[src/dq_pkg.sv]
// ----------------------------------------------------------------------------
// dq_pkg
// Shared codes, defaults and controller/datapath interface types for the
// double-ended queue.
// ----------------------------------------------------------------------------
`default_nettype none

package dq_pkg;

    localparam int DEPTH_DEFAULT = 16;
    localparam int WORD_W        = 32;
    localparam int FUNC_W        = 2;
    localparam int STATUS_W      = 2;

    localparam logic [FUNC_W-1:0] OP_PUSH_FRONT = 2'd0;
    localparam logic [FUNC_W-1:0] OP_PUSH_BACK  = 2'd1;
    localparam logic [FUNC_W-1:0] OP_POP_FRONT  = 2'd2;
    localparam logic [FUNC_W-1:0] OP_POP_BACK   = 2'd3;

    localparam logic [STATUS_W-1:0] ST_OK    = 2'd0;
    localparam logic [STATUS_W-1:0] ST_EMPTY = 2'd1;
    localparam logic [STATUS_W-1:0] ST_FULL  = 2'd2;

    typedef struct packed {
        logic load;
        logic write;
        logic read;
        logic commit;
    } t_cmd;

    typedef struct packed {
        logic is_push;
        logic full;
        logic empty;
    } t_stat;

endpackage

`default_nettype wire

[src/double_ended_queue.sv]
// ----------------------------------------------------------------------------
// double_ended_queue
// Bounded deque of signed 32-bit words held in a ring buffer of DEPTH words.
// ----------------------------------------------------------------------------
// Usage:
//   Command channel: a word (i_func, i_item_value) is taken on a rising edge
//   with start high and busy low. i_func selects push front, push back,
//   pop front or pop back; i_item_value is ignored for pops.
//   Result channel: exactly one result per command, shown for one cycle with
//   o_valid high: o_status (ok, empty, full), o_popped_value (zero unless a
//   pop succeeded), o_entry_count and o_is_empty after the operation.
//   Sequence: the accepting edge moves to EXEC, where the single RAM port
//   with registered read makes the access; the read word comes out in RESP,
//   where the result is shown, then the sequencer goes back to idle.
//   busy is high in EXEC and RESP, so a new command is taken only once the
//   previous result has been shown.
//   A push on a full deque or a pop on an empty one changes nothing.
//   Reset (synchronous, active low) empties the deque; stored words are not
//   cleared and need no clearing pass. The receiver cannot stall: each
//   result must be taken in the cycle it is shown.
// ----------------------------------------------------------------------------
`default_nettype none

module double_ended_queue #(
    parameter int DEPTH = dq_pkg::DEPTH_DEFAULT
) (
    input  wire logic                              i_clk,
    input  wire logic                              i_rst_n,
    input  wire logic                              start,
    input  wire logic [dq_pkg::FUNC_W-1:0]         i_func,
    input  wire logic signed [dq_pkg::WORD_W-1:0]  i_item_value,
    output logic                                   busy,
    output logic                                   o_valid,
    output logic [dq_pkg::STATUS_W-1:0]            o_status,
    output logic signed [dq_pkg::WORD_W-1:0]       o_popped_value,
    output logic [$clog2(DEPTH+1)-1:0]             o_entry_count,
    output logic                                   o_is_empty
);

    dq_pkg::t_cmd  cmd;
    dq_pkg::t_stat stat;

    dq_ctrl u_ctrl (
        .i_clk   (i_clk),
        .i_rst_n (i_rst_n),
        .start   (start),
        .i_stat  (stat),
        .o_cmd   (cmd),
        .busy    (busy),
        .o_valid (o_valid)
    );

    dq_datapath #(
        .DEPTH (DEPTH)
    ) u_datapath (
        .i_clk          (i_clk),
        .i_rst_n        (i_rst_n),
        .i_cmd          (cmd),
        .i_func         (i_func),
        .i_item_value   (i_item_value),
        .o_stat         (stat),
        .o_status       (o_status),
        .o_popped_value (o_popped_value),
        .o_entry_count  (o_entry_count),
        .o_is_empty     (o_is_empty)
    );

endmodule

`default_nettype wire

[src/dq_ram.sv]
// ----------------------------------------------------------------------------
// dq_ram
// Single-port RAM: each cycle one address, optional write, registered read.
// ----------------------------------------------------------------------------
`default_nettype none

module dq_ram #(
    parameter int WIDTH = 32,
    parameter int DEPTH = 16
) (
    input  wire logic                     i_clk,
    input  wire logic                     i_we,
    input  wire logic [$clog2(DEPTH)-1:0] i_addr,
    input  wire logic [WIDTH-1:0]         i_wdata,
    output logic      [WIDTH-1:0]         o_rdata
);

    logic [WIDTH-1:0] r_mem [DEPTH];
    logic [WIDTH-1:0] r_rdata;

    always_ff @(posedge i_clk) begin
        if (i_we) begin
            r_mem[i_addr] <= i_wdata;
        end
        r_rdata <= r_mem[i_addr];
    end

    assign o_rdata = r_rdata;

endmodule

`default_nettype wire

[src/dq_ctrl.sv]
// ----------------------------------------------------------------------------
// dq_ctrl
// Sequencer: accepts a command, runs the memory access, presents the word.
// ----------------------------------------------------------------------------
`default_nettype none

module dq_ctrl (
    input  wire logic          i_clk,
    input  wire logic          i_rst_n,
    input  wire logic          start,
    input  wire dq_pkg::t_stat i_stat,
    output dq_pkg::t_cmd       o_cmd,
    output logic               busy,
    output logic               o_valid
);

    localparam logic [1:0] S_IDLE = 2'd0;
    localparam logic [1:0] S_EXEC = 2'd1;
    localparam logic [1:0] S_RESP = 2'd2;

    logic [1:0] r_state;
    logic [1:0] n_state;

    always_comb begin
        n_state      = r_state;
        o_cmd.load   = 1'b0;
        o_cmd.write  = 1'b0;
        o_cmd.read   = 1'b0;
        o_cmd.commit = 1'b0;
        unique case (r_state)
            S_IDLE: begin
                if (start) begin
                    o_cmd.load = 1'b1;
                    n_state    = S_EXEC;
                end
            end
            S_EXEC: begin
                o_cmd.write  = i_stat.is_push && !i_stat.full;
                o_cmd.read   = !i_stat.is_push && !i_stat.empty;
                o_cmd.commit = 1'b1;
                n_state      = S_RESP;
            end
            S_RESP: begin
                n_state = S_IDLE;
            end
            default: begin
                n_state = S_IDLE;
            end
        endcase
    end

    always_ff @(posedge i_clk) begin
        if (!i_rst_n) begin
            r_state <= S_IDLE;
        end else begin
            r_state <= n_state;
        end
    end

    assign busy    = (r_state != S_IDLE);
    assign o_valid = (r_state == S_RESP);

    a_exec_then_resp: assert property (@(posedge i_clk) disable iff (!i_rst_n)
        o_cmd.commit |=> o_valid)
        else $error("result not presented after execute");

    a_load_then_commit: assert property (@(posedge i_clk) disable iff (!i_rst_n)
        o_cmd.load |=> o_cmd.commit)
        else $error("accepted command not executed");

    a_no_rw_together: assert property (@(posedge i_clk) disable iff (!i_rst_n)
        !(o_cmd.write && o_cmd.read))
        else $error("write and read issued together");

endmodule

`default_nettype wire

[src/dq_datapath.sv]
// ----------------------------------------------------------------------------
// dq_datapath
// Front ring pointer, fill count, address generation and result registers.
// ----------------------------------------------------------------------------
`default_nettype none

module dq_datapath #(
    parameter int DEPTH = dq_pkg::DEPTH_DEFAULT
) (
    input  wire logic                              i_clk,
    input  wire logic                              i_rst_n,
    input  wire dq_pkg::t_cmd                      i_cmd,
    input  wire logic [dq_pkg::FUNC_W-1:0]         i_func,
    input  wire logic signed [dq_pkg::WORD_W-1:0]  i_item_value,
    output dq_pkg::t_stat                          o_stat,
    output logic [dq_pkg::STATUS_W-1:0]            o_status,
    output logic signed [dq_pkg::WORD_W-1:0]       o_popped_value,
    output logic [$clog2(DEPTH+1)-1:0]             o_entry_count,
    output logic                                   o_is_empty
);

    localparam int IW = $clog2(DEPTH);
    localparam int CW = $clog2(DEPTH + 1);
    localparam int SW = CW + 1;

    logic [dq_pkg::FUNC_W-1:0]        r_func;
    logic signed [dq_pkg::WORD_W-1:0] r_value;
    logic [IW-1:0]                    r_front;
    logic [CW-1:0]                    r_count;
    logic [dq_pkg::STATUS_W-1:0]      r_status;
    logic                             r_pop_ok;

    logic [IW-1:0]               front_dec;
    logic [IW-1:0]               front_inc;
    logic [SW-1:0]               tail_raw;
    logic [SW-1:0]               tail_wrap;
    logic [IW-1:0]               addr;
    logic [dq_pkg::WORD_W-1:0]   rdata;

    assign o_stat.is_push = (r_func == dq_pkg::OP_PUSH_FRONT) ||
                            (r_func == dq_pkg::OP_PUSH_BACK);
    assign o_stat.full    = (r_count == CW'(DEPTH));
    assign o_stat.empty   = (r_count == '0);

    // sum stays below 2*DEPTH, so one conditional subtract wraps it
    always_comb begin
        front_dec = (r_front == '0) ? IW'(DEPTH - 1) : r_front - 1'b1;
        front_inc = (r_front == IW'(DEPTH - 1)) ? '0 : r_front + 1'b1;
        tail_raw  = SW'(r_front) + SW'(r_count);
        if (r_func == dq_pkg::OP_POP_BACK) begin
            tail_raw = tail_raw - 1'b1;
        end
        tail_wrap = (tail_raw >= SW'(DEPTH)) ? tail_raw - SW'(DEPTH) : tail_raw;
        unique case (r_func)
            dq_pkg::OP_PUSH_FRONT: addr = front_dec;
            dq_pkg::OP_POP_FRONT:  addr = r_front;
            default:               addr = tail_wrap[IW-1:0];
        endcase
    end

    dq_ram #(
        .WIDTH (dq_pkg::WORD_W),
        .DEPTH (DEPTH)
    ) u_ram (
        .i_clk   (i_clk),
        .i_we    (i_cmd.write),
        .i_addr  (addr),
        .i_wdata (r_value),
        .o_rdata (rdata)
    );

    always_ff @(posedge i_clk) begin
        if (i_cmd.load) begin
            r_func  <= i_func;
            r_value <= i_item_value;
        end
        if (i_cmd.commit) begin
            r_pop_ok <= i_cmd.read;
            if (i_cmd.write || i_cmd.read) begin
                r_status <= dq_pkg::ST_OK;
            end else if (o_stat.is_push) begin
                r_status <= dq_pkg::ST_FULL;
            end else begin
                r_status <= dq_pkg::ST_EMPTY;
            end
        end
    end

    always_ff @(posedge i_clk) begin
        if (!i_rst_n) begin
            r_front <= '0;
            r_count <= '0;
        end else begin
            if (i_cmd.write) begin
                r_count <= r_count + 1'b1;
                if (r_func == dq_pkg::OP_PUSH_FRONT) begin
                    r_front <= front_dec;
                end
            end else if (i_cmd.read) begin
                r_count <= r_count - 1'b1;
                if (r_func == dq_pkg::OP_POP_FRONT) begin
                    r_front <= front_inc;
                end
            end
        end
    end

    assign o_status       = r_status;
    assign o_popped_value = r_pop_ok ? $signed(rdata) : '0;
    assign o_entry_count  = r_count;
    assign o_is_empty     = (r_count == '0);

    a_count_bound: assert property (@(posedge i_clk) disable iff (!i_rst_n)
        r_count <= CW'(DEPTH))
        else $error("fill count beyond depth");

    a_write_inc: assert property (@(posedge i_clk) disable iff (!i_rst_n)
        i_cmd.write |=> r_count == CW'($past(r_count) + 1'b1))
        else $error("count not incremented on push");

    a_read_dec: assert property (@(posedge i_clk) disable iff (!i_rst_n)
        i_cmd.read |=> r_count == CW'($past(r_count) - 1'b1))
        else $error("count not decremented on pop");

endmodule

`default_nettype wire
[config.mk]
export PLATFORM = sky130hd
export DESIGN_NAME = double_ended_queue
export DESIGN_NICKNAME = d
export VERILOG_FILES = /design/src/dq_pkg.sv /design/src/double_ended_queue.sv /design/src/dq_ram.sv /design/src/dq_ctrl.sv /design/src/dq_datapath.sv
export SDC_FILE = /design/constraint.sdc
export NUM_CORES = 1
export LEC_CHECK = 0
export ABC_AREA = 1
export BUFFER_PORTS_ARGS = -buffer_cell sky130_fd_sc_hd__buf_2
export CORE_ASPECT_RATIO = 0.6
export CORE_MARGIN = 3
export CORE_UTILIZATION = 40
export DETAILED_ROUTE_END_ITERATION = 7
export HOLD_SLACK_MARGIN = 0.05
export PLACE_DENSITY_LB_ADDON = 0.2
export SETUP_SLACK_MARGIN = 0.02
export SLEW_MARGIN = 20
export SYNTH_ARGS = -nofsm -noshare
export SYNTH_HDL_FRONTEND = slang
export SYNTH_SLANG_ARGS = --single-unit
[constraint.sdc]
create_clock -name i_clk -period 4.5 [get_ports i_clk]
set_input_delay 1.35 -clock i_clk [delete_from_list [all_inputs] [get_ports i_clk]]
set_output_delay 1.35 -clock i_clk [all_outputs]
set_load 0.02 [all_outputs]
==> results.toml <==
[outcome]
status = "completed"

[timing]
timing.final.crit_share_pct = 84.36
finClkSkew_ns = 0.02434
worst_slew_pin_slew_ns = 1.033
finalHoldViolCount = 0
setup_tns_ns = 0
fmax_mhz = 263.4
rsz0062_at_grt = "false"
setup_viol = 0
slew_headroom_pct = 31.14
period_needed_ns = 3.796
drv_slew = 0

[floorplan]
start_util_pct = 40.67
core_area_sq_um = 61310
rows = 70
dieWidth_um = 328.3
die_y_um = 199.4
dieArea_sq_um = 65460
io-pin-count = 79

[placement]
place_area_sq_um = 26250
port_buffers = 78
hpwl_um = 31630
globalplace.congestion = 0.7789

[synthesis]
synth.avg_cell_area_sq_um = 10.36
synth_fp_nets = 2454
synthTopCellsByArea = "edfxtp_1 66%, nand2_1 19%, nand3_1 5.4%, dfxtp_1 3.5%, buf_2 1.6%"
synth_cell_types = 27
synth_top_area_cell = "edfxtp_1"
syn_area_sq_um = 24930
yosys.area.top_type_share_pct = 66.12
netlist_instances = 2406
ys_ff_latch = 592
ys_seq_area_share_pct = 69.58
yosys_warnings = 0

[pwr]
p_switching_w = 0.003465
powerDensity_nw_per_um2 = 459.2
comb_power_share_pct = 13.7
power_leakage_nw = 11.79
p_clk_share_pct = 37.2
p_int_w = 0.009447
switching_share_pct = 26.84
ir_worst_vdd_mv = 0.3355
p_seq_share_pct = 49.1

[clocking]
cts_sinks = 592
cts_hold_buf = 0
post_cts_resized = 0
h-tree-depth = 2
cts_setup_buffers = 0
root_buffer = "clkbuf_16"
clock_path_buffers = 3
cts-buffers-inserted = 55
clk_pin_slew_ns = 0.07
cts_tree = "yes"
insertion_delay_ns = 0.61

[final_layout]
areaGrowthSynthToFinish_pct = 12.78
stdcell_area_sq_um = 28120
nets = 2491
diodes = 0
final_layout_size_suffix_gt1_share_pct = 9.277
fillers = 5754

[global_routing]
grt_pass1_vias = 16470
gr-usage-met2_pct = 32.67
overflow = 0
grt_usage_pct = 20.48
grt_pass1_wl_um = 101700
use_met1_pct = 29.52
grt_max_degree = 162
antenna_found_initial = 1
grt.busiest_layer = "met2"
grt_util_met3_pct = 2.975

[route]
route.detailed.drc = 0
initialDrtViolationCount = 1377
vias = 16710
vias_per_cell = 5.037
postRouteAntennaNets = 0
wl_per_cell_um = 20.07
first_pass_iters = 5
totalWireLength_um = 66590

[min_path]
hold_class = "register to register"

[worst_setup_path]
critPathMaxFanout = 29
critPathKind = "register to register"
crit_top_cell = "ha_1"
arrival_ns = 4.07
path_cells = "ha_1, fa_1, inv_1, ha_1, o211ai_1, nand3b_4, inv_4, nand4_1, nor2_4, buf_12"
crit_slowest_cell = "dfxtp_1"
max_stage_delay_ns = 0.53
worstPathRequired_ns = 4.78
start_kind = "register"
crit_path_end_kind = "register"

[run]
max_cap_viol_count = 0
[path summary, 6_finish.rpt]
check	endpoint	cells after the start	from	slack [ns]
setup / recovery	u_datapath.u_ram.r_mem[15][0]	10	u_datapath.r_front[0]	0.70
hold / removal	u_ctrl.r_state[1]	1	u_ctrl.r_state[1]	0.46
setup reg to reg	u_datapath.u_ram.r_mem[15][0]	10	u_datapath.r_front[0]	0.70
hold reg to reg	u_ctrl.r_state[1]	1	u_ctrl.r_state[1]	0.46
[cells in the mapped netlist]
| cell type | instances |
|---|---|
| nand2_1 | 1255 |
| fa_1 | 2 |
| nor2_1 | 35 |
| edfxtp_1 | 549 |
| inv_1 | 57 |
| o21ai_2 | 1 |
| dfxtp_1 | 43 |
| o22ai_1 | 1 |
| buf_2 | 79 |
| a21oi_1 | 11 |
| clkbuf_1 | 28 |
| buf_1 | 4 |
| o211ai_1 | 1 |
| nand2_2 | 1 |
| xnor2_1 | 4 |
| nand3_2 | 2 |
| nand4_1 | 4 |
| xor2_1 | 3 |
| o21ai_0 | 14 |
| nand3b_4 | 1 |
| nor3_1 | 3 |
| a21o_1 | 2 |
| o21bai_1 | 1 |
| inv_2 | 3 |
| ha_1 | 9 |
| buf_4 | 26 |
| nand3_1 | 267 |
[placed cells by master, fill, tap and decap left out, types with 2 or more instances in the layout]
cell type,count
inv_2,3
buf_4,27
nor2_1,18
inv_1,56
xnor2_1,4
nand3_4,2
fa_1,2
buf_12,11
a21o_1,2
clkinv_1,6
clkbuf_8,8
clkbuf_1,12
nand4_1,4
o21ai_0,14
a21oi_1,11
nand3_1,267
buf_2,78
nand2_1,1253
xor2_1,3
nor3_1,3
clkinv_2,12
nor2_4,17
clkbuf_16,56
ha_1,9
edfxtp_1,549
bufinv_16,6
dfxtp_1,43
inv_6,2
[critical path: cells and delay by family (launching register included)]
kind	cells	cell delay [ns]
flip-flops	1	0.53
buffers and inverters	3	0.70
AO/OA/AOI/OAI	1	0.27
adder cells (fa/ha/maj)	3	0.93
AND/OR/NAND/NOR	3	1.00
[power by group through the flow]
| stage | clock network [W] | registers, W | logic, W |
|---|---|---|---|
| floorplan | 0 | 0.00639 | 0.00127 |
| global placement | 0 | 0.00646 | 0.00178 |
| detailed placement | 0 | 0.00646 | 0.00178 |
| CTS | 0.00492 | 0.00634 | 0.00179 |
| global route | 0.00516 | 0.00636 | 0.00202 |
| finish | 0.00481 | 0.00634 | 0.00177 |
[cell families (layout without fill, tap and decap cells)]
family,count (synthesis),after routing,synth area share (%)
compound gates,31,31,0.6826
flops,592,592,69.58
simple gates,1568,1568,25.13
fa+ha+maj,11,11,0.6123
buf+inv,197,281,3.754
xor+xnor,7,7,0.2459
[stage by stage]
step | utilization [%] | power (W) | cells | hold slack [ns] | worst slack [ns]
after floorplan | - | 0.007653 | 2406 | 0.4226 | 0.2542
after global placement | 42.82 | 0.008235 | 3214 | 0.4361 | 0.7976
after detailed placement | 42.82 | 0.008241 | 3214 | 0.4570 | 0.7304
after CTS | 45.86 | 0.01305 | 3318 | 0.4665 | 0.6969
after global routing | 45.86 | 0.01354 | 3318 | 0.5055 | 0.5258
final | 45.86 | 0.01291 | 3318 | 0.4614 | 0.7038
[sequential cells by signal, summed over array words and instances (netlist names)]
signal and count:
u_datapath.u_ram.o_rdata 32, u_datapath.r_pop_ok 1, u_datapath.u_ram.r_mem 512, u_datapath.o_status 2, u_datapath.r_front 4, u_datapath.r_value 32
u_datapath.r_func 2, u_datapath.o_entry_count 5, u_ctrl.r_state 2
[metal layers]
layer	vias up	wire, um
li1	8054	-
met1	8093	31300
met2	454	30000
met3	113	3589
met4	0	1700
met5	-	0
[area by class of cell]
| class | count | area (sq um) | share of cell area, % |
|---|---|---|---|
| clock buffer | 76 | 1556 | 5.536 |
| multi-input combinational | 1617 | 6823 | 24.26 |
| clock inverter | 28 | 304.0 | 1.081 |
| inverter | 60 | 227.7 | 0.8099 |
| timing repair buffer | 117 | 824.5 | 2.932 |
| tap | 828 | 1036 | 3.684 |
| sequential | 592 | 17350 | 61.69 |
(Power assumes the default switching activity.)
